## config.mk

```make
export PLATFORM = sky130hd
export DESIGN_NAME = lfu_cache_table_core_flat
export DESIGN_NICKNAME = d
export VERILOG_FILES = /design/src/rtl/lfu_pkg.sv /design/src/rtl/lfu_cfg_if.sv /design/src/rtl/lfu_in_if.sv /design/src/rtl/lfu_out_if.sv /design/src/rtl/lfu_ctrl.sv /design/src/rtl/lfu_dpath.sv /design/src/rtl/lfu_cache_table_core.sv /design/src/flat_wrapper.sv
export VERILOG_INCLUDE_DIRS = /design/src /design/src/rtl
export SDC_FILE = /design/constraint.sdc
export NUM_CORES = 2
export LEC_CHECK = 0
export BUFFER_PORTS_ARGS = -buffer_cell sky130_fd_sc_hd__buf_2
export CAP_MARGIN = 20
export CORE_ASPECT_RATIO = 2
export CORE_UTILIZATION = 62
export DETAILED_ROUTE_END_ITERATION = 7
export GPL_TIMING_DRIVEN = 1
export PLACE_DENSITY = 0.78
export SLEW_MARGIN = 20
export SYNTH_ARGS = -nofsm -noshare
export SYNTH_HDL_FRONTEND = slang
export SYNTH_SLANG_ARGS = --single-unit
```

## constraint.sdc

```tcl
create_clock -name i_clk -period 10.6 [get_ports i_clk]
set_input_delay 3.18 -clock i_clk [delete_from_list [all_inputs] [get_ports i_clk]]
set_output_delay 3.18 -clock i_clk [all_outputs]
set_load 0.005 [all_outputs]
```

## src/rtl/assert_macros.svh

```systemverilog
// Assertion macros shared by the RTL files of the LFU cache table.
`ifndef ASSERT_MACROS_SVH
`define ASSERT_MACROS_SVH

// Check a property on every rising clock edge outside reset.
`define ASSERT_CLK(lbl, clk, rst_n, prop, msg) \
    lbl: assert property (@(posedge clk) disable iff (!rst_n) (prop)) else $error(msg);

// Check that a condition never holds outside reset.
`define ASSERT_NEVER(lbl, clk, rst_n, cond, msg) \
    lbl: assert property (@(posedge clk) disable iff (!rst_n) !(cond)) else $error(msg);

`endif

```

## src/rtl/lfu_pkg.sv

```systemverilog
// Types and constants shared by the LFU cache table.
package lfu_pkg;

    // Operation codes
    localparam logic CMD_GET = 1'b0;
    localparam logic CMD_PUT = 1'b1;

    localparam logic [4:0]  CAP_RESET  = 5'd16;
    localparam logic [31:0] MISS_VALUE = 32'hFFFF_FFFF;
    localparam logic [31:0] COUNT_ONE  = 32'd1;
    localparam logic [31:0] COUNT_MAX  = 32'hFFFF_FFFF;

    // One stored table entry
    typedef struct packed {
        logic [31:0] key;
        logic [31:0] value;
        logic [31:0] count;
        logic [31:0] stamp;
    } t_entry;

    // Controller states
    typedef enum logic [2:0] {
        ST_IDLE,
        ST_SCAN,
        ST_DRAIN,
        ST_UPDATE,
        ST_RESP
    } t_state;

    // Commands from controller to datapath
    typedef struct packed {
        logic load;
        logic issue;
        logic commit;
        logic out_load;
    } t_dp_cmd;

    // Status from datapath to controller
    typedef struct packed {
        logic issue_last;
        logic pipe_empty;
    } t_dp_sts;

endpackage

```

## src/rtl/lfu_cfg_if.sv

```systemverilog
// Configuration write channel carrying the capacity register.
interface lfu_cfg_if import lfu_pkg::*; ();
    logic       valid;
    logic       ready;
    logic [4:0] capacity_in_use;

    modport source (output valid, output capacity_in_use, input ready);
    modport sink   (input valid, input capacity_in_use, output ready);
endinterface

```

## src/rtl/lfu_in_if.sv

```systemverilog
// Request channel: one get or put item.
interface lfu_in_if import lfu_pkg::*; ();
    logic               valid;
    logic               ready;
    logic               cmd;
    logic [31:0]        lookup_key;
    logic signed [31:0] write_value;

    modport source (output valid, output cmd, output lookup_key, output write_value,
                    input ready);
    modport sink   (input valid, input cmd, input lookup_key, input write_value,
                    output ready);
endinterface

```

## src/rtl/lfu_out_if.sv

```systemverilog
// Result channel: hit flag and read value of one item.
interface lfu_out_if import lfu_pkg::*; ();
    logic               valid;
    logic               ready;
    logic               hit;
    logic signed [31:0] read_value;

    modport source (output valid, output hit, output read_value, input ready);
    modport sink   (input valid, input hit, input read_value, output ready);
endinterface

```

## src/rtl/lfu_ctrl.sv

```systemverilog
// Controller state machine sequencing scan, drain, update and result hand-off.
`include "assert_macros.svh"
module lfu_ctrl import lfu_pkg::*; (
    input  logic    i_clk,
    input  logic    i_rst_n,
    input  logic    i_in_valid,
    output logic    o_in_ready,
    input  logic    i_out_ready,
    output logic    o_out_valid,
    input  t_dp_sts i_sts,
    output t_dp_cmd o_cmd
);

    t_state r_state, n_state;
    logic   r_out_valid, n_out_valid;

    // State and output-valid registers
    always_ff @(posedge i_clk) begin
        if (!i_rst_n) begin
            r_state     <= ST_IDLE;
            r_out_valid <= 1'b0;
        end else begin
            r_state     <= n_state;
            r_out_valid <= n_out_valid;
        end
    end

    // Next state and commands
    always_comb begin
        n_state     = r_state;
        n_out_valid = r_out_valid && !i_out_ready;
        o_cmd       = '0;
        o_in_ready  = 1'b0;
        case (r_state)
            ST_IDLE: begin
                o_in_ready = 1'b1;
                if (i_in_valid) begin
                    o_cmd.load = 1'b1;
                    n_state    = ST_SCAN;
                end
            end
            ST_SCAN: begin
                o_cmd.issue = 1'b1;
                if (i_sts.issue_last) begin
                    n_state = ST_DRAIN;
                end
            end
            ST_DRAIN: begin
                if (i_sts.pipe_empty) begin
                    n_state = ST_UPDATE;
                end
            end
            ST_UPDATE: begin
                o_cmd.commit = 1'b1;
                n_state      = ST_RESP;
            end
            ST_RESP: begin
                // hand the result over once the output register is free
                if (!r_out_valid || i_out_ready) begin
                    o_cmd.out_load = 1'b1;
                    n_out_valid    = 1'b1;
                    n_state        = ST_IDLE;
                end
            end
            default: begin
                n_state = ST_IDLE;
            end
        endcase
    end

    assign o_out_valid = r_out_valid;

    `ASSERT_CLK(a_resp_delivers, i_clk, i_rst_n, (r_state == ST_RESP) && !r_out_valid |=> r_out_valid && (r_state == ST_IDLE), "result not loaded from a free output register")

endmodule

```

## src/rtl/lfu_dpath.sv

```systemverilog
// Datapath: entry memory, scan pipeline, hit/free/victim search and update.
`include "assert_macros.svh"
module lfu_dpath import lfu_pkg::*; #(
    parameter int MAX_ENTRIES = 16
) (
    input  logic               i_clk,
    input  logic               i_rst_n,
    input  logic               i_cfg_we,
    input  logic [4:0]         i_cfg_cap,
    input  logic               i_cmd_in,
    input  logic [31:0]        i_key,
    input  logic signed [31:0] i_wval,
    input  t_dp_cmd            i_cmd,
    output t_dp_sts            o_sts,
    output logic               o_hit,
    output logic signed [31:0] o_rval
);

    localparam int IW = (MAX_ENTRIES > 1) ? $clog2(MAX_ENTRIES) : 1;
    localparam int OW = $clog2(MAX_ENTRIES + 1);

    // Entry memory and per-entry valid bits
    t_entry                 r_mem [MAX_ENTRIES];
    t_entry                 r_rd;
    logic [MAX_ENTRIES-1:0] r_valid;

    logic [4:0]    r_cap;
    logic [OW-1:0] r_occ;
    logic [31:0]   r_tick;

    // Captured item
    logic        r_cmd_q;
    logic [31:0] r_key_q;
    logic [31:0] r_wval_q;

    // Scan pipeline
    logic [IW-1:0] r_addr;
    logic          r_s1_v;
    logic [IW-1:0] r_s1_idx;
    logic          r_s2_v;
    logic [IW-1:0] r_s2_idx;
    logic          r_s2_ev;
    logic          r_s2_match;
    logic [31:0]   r_s2_age;
    logic [31:0]   r_s2_cnt;
    logic [31:0]   r_s2_val;

    // Search results
    logic          r_hit;
    logic [IW-1:0] r_hit_idx;
    logic [31:0]   r_hit_val;
    logic [31:0]   r_hit_cnt;
    logic          r_free_found;
    logic [IW-1:0] r_free_idx;
    logic          r_vic_found;
    logic [IW-1:0] r_vic_idx;
    logic [31:0]   r_vic_cnt;
    logic [31:0]   r_vic_age;

    // Result registers
    logic        r_pend_hit;
    logic [31:0] r_pend_val;
    logic        r_out_hit;
    logic [31:0] r_out_val;

    // Update decisions
    logic          cap_zero;
    logic [OW-1:0] cap_clamp;
    logic [31:0]   cnt_sat;
    logic          n_wr_en;
    logic [IW-1:0] n_wr_idx;
    t_entry        n_wr_entry;
    logic          n_set_valid;
    logic          n_occ_inc;
    logic [31:0]   n_res_val;

    assign o_sts.issue_last = (r_addr == IW'(MAX_ENTRIES - 1));
    assign o_sts.pipe_empty = !r_s1_v && !r_s2_v;

    // Capacity register
    always_ff @(posedge i_clk) begin
        if (!i_rst_n) begin
            r_cap <= CAP_RESET;
        end else if (i_cfg_we) begin
            r_cap <= i_cfg_cap;
        end
    end

    // Memory read and write ports
    always_ff @(posedge i_clk) begin
        r_rd <= r_mem[r_addr];
        if (n_wr_en) begin
            r_mem[n_wr_idx] <= n_wr_entry;
        end
    end

    // Capture item and advance scan address
    always_ff @(posedge i_clk) begin
        if (i_cmd.load) begin
            r_cmd_q  <= i_cmd_in;
            r_key_q  <= i_key;
            r_wval_q <= i_wval;
        end
        if (!i_rst_n) begin
            r_addr <= '0;
        end else if (i_cmd.load) begin
            r_addr <= '0;
        end else if (i_cmd.issue && !o_sts.issue_last) begin
            r_addr <= IW'(r_addr + 1'b1);
        end
    end

    // Pipeline stage valids
    always_ff @(posedge i_clk) begin
        if (!i_rst_n) begin
            r_s1_v <= 1'b0;
            r_s2_v <= 1'b0;
        end else begin
            r_s1_v <= i_cmd.issue;
            r_s2_v <= r_s1_v;
        end
    end

    // Compare stage: key match and age of each read entry
    always_ff @(posedge i_clk) begin
        r_s1_idx   <= r_addr;
        r_s2_idx   <= r_s1_idx;
        r_s2_ev    <= r_valid[r_s1_idx];
        r_s2_match <= r_valid[r_s1_idx] && (r_rd.key == r_key_q);
        r_s2_age   <= r_tick - r_rd.stamp;
        r_s2_cnt   <= r_rd.count;
        r_s2_val   <= r_rd.value;
    end

    // Accumulate first hit, first free slot and eviction victim
    always_ff @(posedge i_clk) begin
        if (!i_rst_n || i_cmd.load) begin
            r_hit        <= 1'b0;
            r_free_found <= 1'b0;
            r_vic_found  <= 1'b0;
        end else if (r_s2_v) begin
            if (r_s2_match && !r_hit) begin
                r_hit     <= 1'b1;
                r_hit_idx <= r_s2_idx;
                r_hit_val <= r_s2_val;
                r_hit_cnt <= r_s2_cnt;
            end
            if (!r_s2_ev && !r_free_found) begin
                r_free_found <= 1'b1;
                r_free_idx   <= r_s2_idx;
            end
            if (r_s2_ev && (!r_vic_found || (r_s2_cnt < r_vic_cnt) ||
                            ((r_s2_cnt == r_vic_cnt) && (r_s2_age > r_vic_age)))) begin
                r_vic_found <= 1'b1;
                r_vic_idx   <= r_s2_idx;
                r_vic_cnt   <= r_s2_cnt;
                r_vic_age   <= r_s2_age;
            end
        end
    end

    // Clamp capacity to the table size
    always_comb begin
        cap_zero = (r_cap == 5'd0);
        if (32'(r_cap) > 32'(MAX_ENTRIES)) begin
            cap_clamp = OW'(MAX_ENTRIES);
        end else begin
            cap_clamp = OW'(r_cap);
        end
    end

    assign cnt_sat = (r_hit_cnt == COUNT_MAX) ? r_hit_cnt : r_hit_cnt + COUNT_ONE;

    // Decide the write-back and result of the item
    always_comb begin
        n_wr_en          = 1'b0;
        n_wr_idx         = r_hit_idx;
        n_wr_entry.key   = r_key_q;
        n_wr_entry.value = r_hit_val;
        n_wr_entry.count = cnt_sat;
        n_wr_entry.stamp = r_tick;
        n_set_valid      = 1'b0;
        n_occ_inc        = 1'b0;
        n_res_val        = 32'd0;
        if (r_cmd_q == CMD_GET) begin
            if (r_hit) begin
                n_wr_en   = i_cmd.commit;
                n_res_val = r_hit_val;
            end else begin
                n_res_val = MISS_VALUE;
            end
        end else if (!cap_zero) begin
            n_wr_en          = i_cmd.commit;
            n_wr_entry.value = r_wval_q;
            if (!r_hit) begin
                n_wr_entry.count = COUNT_ONE;
                n_set_valid      = i_cmd.commit;
                if (r_occ < cap_clamp) begin
                    n_wr_idx  = r_free_idx;
                    n_occ_inc = i_cmd.commit;
                end else begin
                    // full: replace the victim in place
                    n_wr_idx = r_vic_idx;
                end
            end
        end
    end

    // Commit valid bits, occupancy and tick
    always_ff @(posedge i_clk) begin
        if (!i_rst_n) begin
            r_valid <= '0;
            r_occ   <= '0;
            r_tick  <= '0;
        end else if (i_cmd.commit) begin
            r_tick <= r_tick + 32'd1;
            if (n_set_valid) begin
                r_valid[n_wr_idx] <= 1'b1;
            end
            if (n_occ_inc) begin
                r_occ <= OW'(r_occ + 1'b1);
            end
        end
    end

    // Hold the pending result and move it to the output register
    always_ff @(posedge i_clk) begin
        if (i_cmd.commit) begin
            r_pend_hit <= r_hit;
            r_pend_val <= n_res_val;
        end
        if (i_cmd.out_load) begin
            r_out_hit <= r_pend_hit;
            r_out_val <= r_pend_val;
        end
    end

    assign o_hit  = r_out_hit;
    assign o_rval = r_out_val;

    `ASSERT_CLK(a_occ_matches_valid, i_clk, i_rst_n, $countones(r_valid) == r_occ, "occupancy differs from number of valid entries")
    `ASSERT_CLK(a_tick_per_item, i_clk, i_rst_n, i_cmd.commit |=> r_tick == $past(r_tick) + 32'd1, "tick did not advance on commit")
    `ASSERT_NEVER(a_put_full_no_victim, i_clk, i_rst_n, i_cmd.commit && (r_cmd_q == CMD_PUT) && !cap_zero && !r_hit && (r_occ >= cap_clamp) && !r_vic_found, "put miss in a full table without a victim")

endmodule

```

## src/rtl/lfu_cache_table_core.sv

```systemverilog
// LFU cache table: get/put key-value cache with least-frequently-used eviction.
//
// Channels: i_in takes one item (cmd 0 get, 1 put, lookup_key, write_value);
// o_out returns one result per item (hit, read_value: stored value on a get
// hit, -1 on a get miss, 0 on every put). i_cfg writes capacity_in_use and is
// always ready; write it only while no item is in flight.
// Each item is finished before the block is ready again: the entry memory
// has one read port, so the search for the key, the first free slot and the
// eviction victim reads one entry per cycle, followed by a pipeline drain,
// a write-back and the hand-over of the result.
// The result is held in an output register; the next item is accepted while
// it waits. If the receiver stalls, the block finishes the next item and then
// holds it until the output register is free.
// Reset (synchronous, active low) clears all valid bits, the occupancy count
// and the tick, and sets the capacity to 16; it needs no clearing pass.
module lfu_cache_table_core import lfu_pkg::*; #(
    parameter int MAX_ENTRIES = 16
) (
    input  logic     i_clk,
    input  logic     i_rst_n,
    lfu_cfg_if.sink  i_cfg,
    lfu_in_if.sink   i_in,
    lfu_out_if.source o_out
);

    t_dp_cmd dp_cmd;
    t_dp_sts dp_sts;
    logic    in_ready;
    logic    out_valid;

    assign i_cfg.ready = 1'b1;
    assign i_in.ready  = in_ready;
    assign o_out.valid = out_valid;

    lfu_ctrl u_ctrl (
        .i_clk       (i_clk),
        .i_rst_n     (i_rst_n),
        .i_in_valid  (i_in.valid),
        .o_in_ready  (in_ready),
        .i_out_ready (o_out.ready),
        .o_out_valid (out_valid),
        .i_sts       (dp_sts),
        .o_cmd       (dp_cmd)
    );

    lfu_dpath #(
        .MAX_ENTRIES (MAX_ENTRIES)
    ) u_dpath (
        .i_clk     (i_clk),
        .i_rst_n   (i_rst_n),
        .i_cfg_we  (i_cfg.valid),
        .i_cfg_cap (i_cfg.capacity_in_use),
        .i_cmd_in  (i_in.cmd),
        .i_key     (i_in.lookup_key),
        .i_wval    (i_in.write_value),
        .i_cmd     (dp_cmd),
        .o_sts     (dp_sts),
        .o_hit     (o_out.hit),
        .o_rval    (o_out.read_value)
    );

endmodule

```

## src/flat_wrapper.sv

```systemverilog
// flat-port wrapper written by rule: the top's interface ports become plain ports
module lfu_cache_table_core_flat import lfu_pkg::*;
#(
    parameter int MAX_ENTRIES = 16
)
  (i_clk, i_rst_n, i_cfg_valid, i_cfg_capacity_in_use, i_cfg_ready, i_in_valid, i_in_cmd, i_in_lookup_key, i_in_write_value, i_in_ready, o_out_valid, o_out_hit, o_out_read_value, o_out_ready);
  lfu_cfg_if i_cfg_i ();
  lfu_in_if i_in_i ();
  lfu_out_if o_out_i ();
  input  logic i_clk;
  input  logic i_rst_n;
  input wire logic [$bits(i_cfg_i.valid)-1:0] i_cfg_valid;
  input wire logic [$bits(i_cfg_i.capacity_in_use)-1:0] i_cfg_capacity_in_use;
  output wire logic [$bits(i_cfg_i.ready)-1:0] i_cfg_ready;
  input wire logic [$bits(i_in_i.valid)-1:0] i_in_valid;
  input wire logic [$bits(i_in_i.cmd)-1:0] i_in_cmd;
  input wire logic [$bits(i_in_i.lookup_key)-1:0] i_in_lookup_key;
  input wire logic [$bits(i_in_i.write_value)-1:0] i_in_write_value;
  output wire logic [$bits(i_in_i.ready)-1:0] i_in_ready;
  output wire logic [$bits(o_out_i.valid)-1:0] o_out_valid;
  output wire logic [$bits(o_out_i.hit)-1:0] o_out_hit;
  output wire logic [$bits(o_out_i.read_value)-1:0] o_out_read_value;
  input wire logic [$bits(o_out_i.ready)-1:0] o_out_ready;
  assign i_cfg_i.valid = i_cfg_valid;
  assign i_cfg_i.capacity_in_use = i_cfg_capacity_in_use;
  assign i_cfg_ready = i_cfg_i.ready;
  assign i_in_i.valid = i_in_valid;
  assign i_in_i.cmd = i_in_cmd;
  assign i_in_i.lookup_key = i_in_lookup_key;
  assign i_in_i.write_value = i_in_write_value;
  assign i_in_ready = i_in_i.ready;
  assign o_out_valid = o_out_i.valid;
  assign o_out_hit = o_out_i.hit;
  assign o_out_read_value = o_out_i.read_value;
  assign o_out_i.ready = o_out_ready;
  lfu_cache_table_core #(.MAX_ENTRIES(MAX_ENTRIES)) u_core (.i_clk(i_clk), .i_rst_n(i_rst_n), .i_cfg(i_cfg_i), .i_in(i_in_i), .o_out(o_out_i));
endmodule
```

Yosys cells after proc, flatten, opt, wreduce, memory -nomap -nowiden
Memories as Yosys holds them, arrays and structs flattened. A register that Yosys moved wholly into a read port is not among the register bits. Cells that the tools add are included.

$add $sub $neg: 5. Magnitude comparators: 7. Eq/ne operators: 12. Mux-type cells: 40. Bitwise logic cells: 3. Reductions and logical operators: 35.

Operators with widths (number): $mux W64 (2); $mux W32 (3); $add A32 B1 Y32 const B (2); $eq A32 B32 Y1 (2); $eq A32 B32 Y1 const B (1); $gt A32 B32 Y1 (1); $lt A32 B32 Y1 (1); $sub A32 B32 Y32 (1); $mux W1 (23); $mux W4 (4); $or A16 B16 Y16 (1); $pmux W3 S5 (1); $mux W3 (4); $logic_not A1 Y1 (10); $lt A4 B5 Y1 const B (2); $reduce_and A2 Y1 (5); $logic_and A1 B1 Y1 (9); $reduce_and A3 Y1 (3); $eq A3 B2 Y1 const B (2); $ne A2 B2 Y1 const B (3); $add A5 B1 Y5 const B (1); $gt A5 B5 Y1 const B (1); $logic_not A5 Y1 (1); $lt A5 B5 Y1 (1); other kinds (14) (18).

Register bits after elaboration: 448. Memory bits (writable): 2048. Input bits: 75. Output and inout port bits: 36. Logic and storage cells: 136. Memories kept: 1.

Memory list: u_core.u_dpath.r_mem (depth 16, width 128, read ports 1, clocked after memory_dff 1, wr ports 1, RTL line lfu_dpath.sv:23) `t_entry r_mem [MAX_ENTRIES];`.

Longest topological paths before layout
Depth in word-level cells: 12. Gate-level depth with buffers: 11. Mapped depth without buffers: 11.

Hierarchy
From an unflattened synthesis, not the netlist that was laid out.

Cells, all modules: 4498. Area, all modules: 98026.5 um^2.

By module, submodules not included: lfu_dpath (instances 1, cells an instance 4474, area an instance 97800.0 um^2, sequential area each 75662.6 um^2); lfu_ctrl (instances 1, cells an instance 22, area an instance 215.2 um^2, sequential area each 80.1 um^2); lfu_cache_table_core (instances 1, cells an instance 2, area an instance 11.3 um^2, sequential area each 0.0 um^2).

Worst setup path after synthesis
Ideal clock, no wire load.

Path type: input to register. Start: input i_in_valid. End: register u_core.u_dpath.r_hit_cnt[0] (enable). Library setup time: 0.592 ns. Arrival time: 9.456 ns. Required time: 10.008 ns. Slack: 0.553 ns. Cell stages on the path: 4. Buffers on the path: 0. Cell sequence: and2_1 nor2_1 nand2_1 nor3b_1.

Cells in the longest elaborated chain, start to end: 5.

Ends and longest elaborated chain: start: declaration (RTL line flat_wrapper.sv:15) `input wire logic [$bits(i_in_i.valid)-1:0] i_in_valid;`; $mux W1 (RTL line lfu_ctrl.sv:37) `if (i_in_valid) begin`; $mux W1 (RTL line lfu_ctrl.sv:34) `case (r_state)`; $logic_or A1 B1 Y1 (RTL line lfu_dpath.sv:137) `if (!i_rst_n || i_cmd.load) begin`; $not A1 Y1 (no source line); $reduce_and A3 Y1 (no source line); end signal: assignment (RTL line lfu_dpath.sv:146) `r_hit_cnt <= r_s2_cnt;`; end: declaration (RTL line lfu_dpath.sv:52) `logic [31:0] r_hit_cnt;`.

Every way passes these cells. A chain may end at the register's enable or synchronous reset.

Worst setup path after layout
Start: register u_core.u_dpath.r_cmd_q. End: memory u_core.u_dpath.r_mem[0][113] in the netlist's numbering (enable).

Cells in the longest elaborated chain, start to end: 3. Elaborated cells between the ends (all ways): 4. Those cells by class: mux: 4.

Ends and longest elaborated chain: start: declaration (RTL line lfu_dpath.sv:32) `logic r_cmd_q;`; start signal: assignment (RTL line lfu_dpath.sv:100) `r_cmd_q <= i_cmd_in;`; $mux W1 (RTL line lfu_dpath.sv:185) `if (r_cmd_q == CMD_GET) begin`; $mux W1 (RTL line lfu_dpath.sv:92) `if (n_wr_en) begin`; $mux W1 (implied by the code) (RTL line lfu_dpath.sv:93) `r_mem[n_wr_idx] <= n_wr_entry;`; end: declaration (RTL line lfu_dpath.sv:23).

Several ways; a longest one is shown, not always the timed one.

==> flow_summary.json <==
{
  "synthesis.area_um2": 97800,
  "hold_ws_ns": 0.328,
  "synth_mux_area_frac": 0.154,
  "dp_hpwl_mm": 109,
  "clkPwrFrac": 0.382,
  "holdPathEnd": "u_core.u_dpath.r_s2_val[15]",
  "grt_remaining_overflow": 0,
  "yosysMostFrequentCell": "edfxtp_1",
  "cts_resized": 0,
  "critical_path_class": "flip-flop to flip-flop",
  "dpl.cell_count": 6547,
  "start_kind": "flip-flop",
  "hp-class": "flip-flop to flip-flop",
  "vias_per_cell": 6.63,
  "period_minus_slack_ns": 5.56,
  "r2r-end": "u_core.u_dpath.r_mem[0][113]",
  "ys_seq_area_frac": 0.774,
  "firstDrtPassIters": 6,
  "yosys-top-cells-area": "edfxtp_1 71%, mux4_2 15%, dfxtp_1 6.2%",
  "drv_slew": 0,
  "status": "complete, no violations",
  "yosys_warnings": 0,
  "dpl-instance-area_um2": 101000,
  "yosys-top-cells-count": "2319 x edfxtp_1, 645 x mux4_2, 305 x dfxtp_1",
  "worstMarginPinSlew_ns": 1.30,
  "async_reset_ff_frac": 0,
  "finalClockSkew_ns": 0.0539,
  "fin_ws_ns": 5.04,
  "critPathRequiredTime_ns": 11.04,
  "internal-power_mw": 16.1,
  "rows": 205,
  "drt_iter0_drc": 4736,
  "yosys.area_share.adder": 0.0134,
  "end_kind": "flip-flop",
  "synth_seq_cells": 2624,
  "fin_util": 0.690,
  "start_util": 0.626,
  "maxSlewHeadroom": 0.134,
  "port_buffers": 109,
  "htreeDepth": 4,
  "drt-total-wl_mm": 218,
  "drive_gt1_frac": 0.253,
  "power_frac_comb": 0.049,
  "hp-start": "u_core.u_dpath.r_rd[79]",
  "drc": 0,
  "switching_share": 0.207,
  "die_w_um": 283,
  "cts_made_buffers": 204,
  "antenna_found_initial": 4,
  "rsz0062_at_grt": "false",
  "min_delay_path_depth": 0,
  "p_leak_nw": 34.2,
  "final_nets": 4863,
  "synthFlopType": "edfxtp_1",
  "post_drt_wl_per_cell_um": 31.5,
  "clk_pin_slew_ns": 0.07,
  "die_y_um": 564,
  "synth_top_family_by_area": "multiplexers",
  "crit_start": "u_core.u_dpath.r_cmd_q",
  "postRouteAntennaNets": 0,
  "clk_latency_ns": 0.86,
  "yosys.area.top_type": "edfxtp_1",
  "p_seq_frac": 0.569,
  "via_count": 45900,
  "synthesis.nets": 4658,
  "min_period_over_period": 0.525,
  "reg2regPathDepth": 10,
  "finalSetupViolations": 0,
  "grt_pass1_vias": 48500,
  "postSynthCellCount": 4479,
  "synth_edf_count": 2319,
  "synth_top_cell_area_share": 0.712,
  "cts_num_sinks": 2624,
  "core_um2": 156000,
  "design_area_um2": 108000,
  "post-place-ws_ns": 4.31,
  "cts_setup_buffers": 0,
  "multi_input_area_um2": 21000,
  "r2r_slack_ns": 5.04,
  "grt_pass1_wl_mm": 319,
  "cts_buffer_depth": 4,
  "timing_hold_violations_final": 0,
  "cts_hold_buffers": 0,
  "cts_tree": "built",
  "synth_compound_area_frac": 0.0148,
  "fin_cells": 6920,
  "finalSetupTns_ns": 0,
  "switching_power_mw": 4.19,
  "ios": 111,
  "syn_to_final_growth_pct": 10.1,
  "clock.fmax_mhz": 180,
  "root_buffer": "clkbuf_16",
  "dieArea_um2": 159000,
  "power_mw": 20.3,
  "reg2reg_from": "u_core.u_dpath.r_cmd_q",
  "cp.arrival_ns": 6.01,
  "synth_cell_types": 76,
  "regArea_um2": 75800,
  "drv_cap": 0,
  "p_per_area_nw_per_um2": 188,
  "peakVddDrop_mv": 0.196,
  "grt_max_degree": 170,
  "synth-xor-area-share": 0.00994,
  "synth_area_per_cell_um2": 21.8,
  "grtUsageTotal": 0.281,
  "worstPathMaxFanout": 35,
  "nFillCells": 8804,
  "gp_congestion": 0.874,
  "synth_simple_gate_area_frac": 0.0209
}
power by group through the flow:
stage	sequential, mW	clock [mW]	combinational (mW)
final	11.5	7.74	0.990
after global routing	11.5	8.14	1.06
after CTS	11.5	7.81	1.00
after detailed placement	11.8	0	0.988
after global placement	11.8	0	0.966
after floorplan	11.7	0	0.763
state kept, by name (all words and copies together) (netlist names), 4 cells and up:
register,flops
u_core.u_dpath.r_free_idx,4
u_core.u_dpath.o_rval,32
u_core.u_dpath.r_tick,32
u_core.u_dpath.r_cap,5
u_core.u_dpath.r_vic_idx,4
u_core.u_dpath.r_s2_idx,4
u_core.u_dpath.r_valid,16
u_core.u_dpath.r_pend_val,32
u_core.u_dpath.r_vic_cnt,32
u_core.u_dpath.r_rd,128
u_core.u_dpath.r_wval_q,32
u_core.u_dpath.r_addr,4
u_core.u_dpath.r_key_q,32
u_core.u_dpath.r_mem,2048
u_core.u_dpath.r_s2_val,32
u_core.u_dpath.r_hit_val,32
u_core.u_dpath.r_s1_idx,4
u_core.u_dpath.r_occ,5
u_core.u_dpath.r_hit_idx,4
u_core.u_dpath.r_s2_cnt,32
u_core.u_dpath.r_hit_cnt,32
u_core.u_dpath.r_s2_age,32
u_core.u_dpath.r_vic_age,32
cell usage in the layout (no fill, tap or decap), types with 39 or more instances in the layout:
cell and instances:
clkbuf_1 45, nand4_1 39, buf_2 109, mux4_2 645
clkbuf_16 204, buf_4 52, dfxtp_1 300, edfxtp_1 2319
inv_1 147, clkinv_2 40, nand2_1 71, xnor2_1 73
ha_1 103, nor2_1 108, a21oi_1 85
worst max path at each step:
stage | slack [ns] | cells after the start | end
6_report | 5.04 | 10 | u_core.u_dpath.r_mem[0][113]
3_5_place_dp | 4.31 | 7 | u_core.u_dpath.r_hit_cnt[1]
3_3_place_gp | 4.33 | 7 | u_core.u_dpath.r_hit_cnt[1]
2_1_floorplan | 0.55 | 4 | u_core.u_dpath.r_hit_cnt[0]
5_1_grt | 4.77 | 10 | u_core.u_dpath.r_mem[0][113]
4_1_cts | 4.99 | 10 | u_core.u_dpath.r_mem[0][113]
cell families (layout without fill, tap and decap cells):
group,count (synthesis),in the layout
buf+inv,322,691
xor+xnor,111,111
other cells,1,3
flops,2624,2624
compound gates,223,223
simple gates,402,402
fa+ha+maj,104,104
mux,692,692
layer usage:
metal / global-route usage / share of wire / up-vias
met2: 0.500 / 0.54 / 2569
met1: 0.348 / 0.35 / 24100
met3: 0.0322 / 0.070 / 507
met5: 0 / 0.00012 / -
met4: 0.119 / 0.041 / 4
li1: - / - / 18700
critical path: stages, from the launching register on:
cell and delay [ns]:
edfxtp_1 0.94, buf_4 0.37, o21ai_4 0.08, buf_4 0.31, or2_2 0.49, nand2_1 0.12
o21ai_2 0.11, or3b_4 0.49, nor2_4 0.88, buf_4 0.69, buf_4 0.62
cell type report:
cell class,count,share of cell area
sequential,2624,0.703
multi-input combinational,1533,0.195
antenna,2,0.0000464
clock inverter,89,0.00874
timing repair buffer,174,0.0112
tap,2070,0.0240
inverter,147,0.00512
clock buffer,281,0.0530
Note: power is estimated with default switching activity, not from simulation.
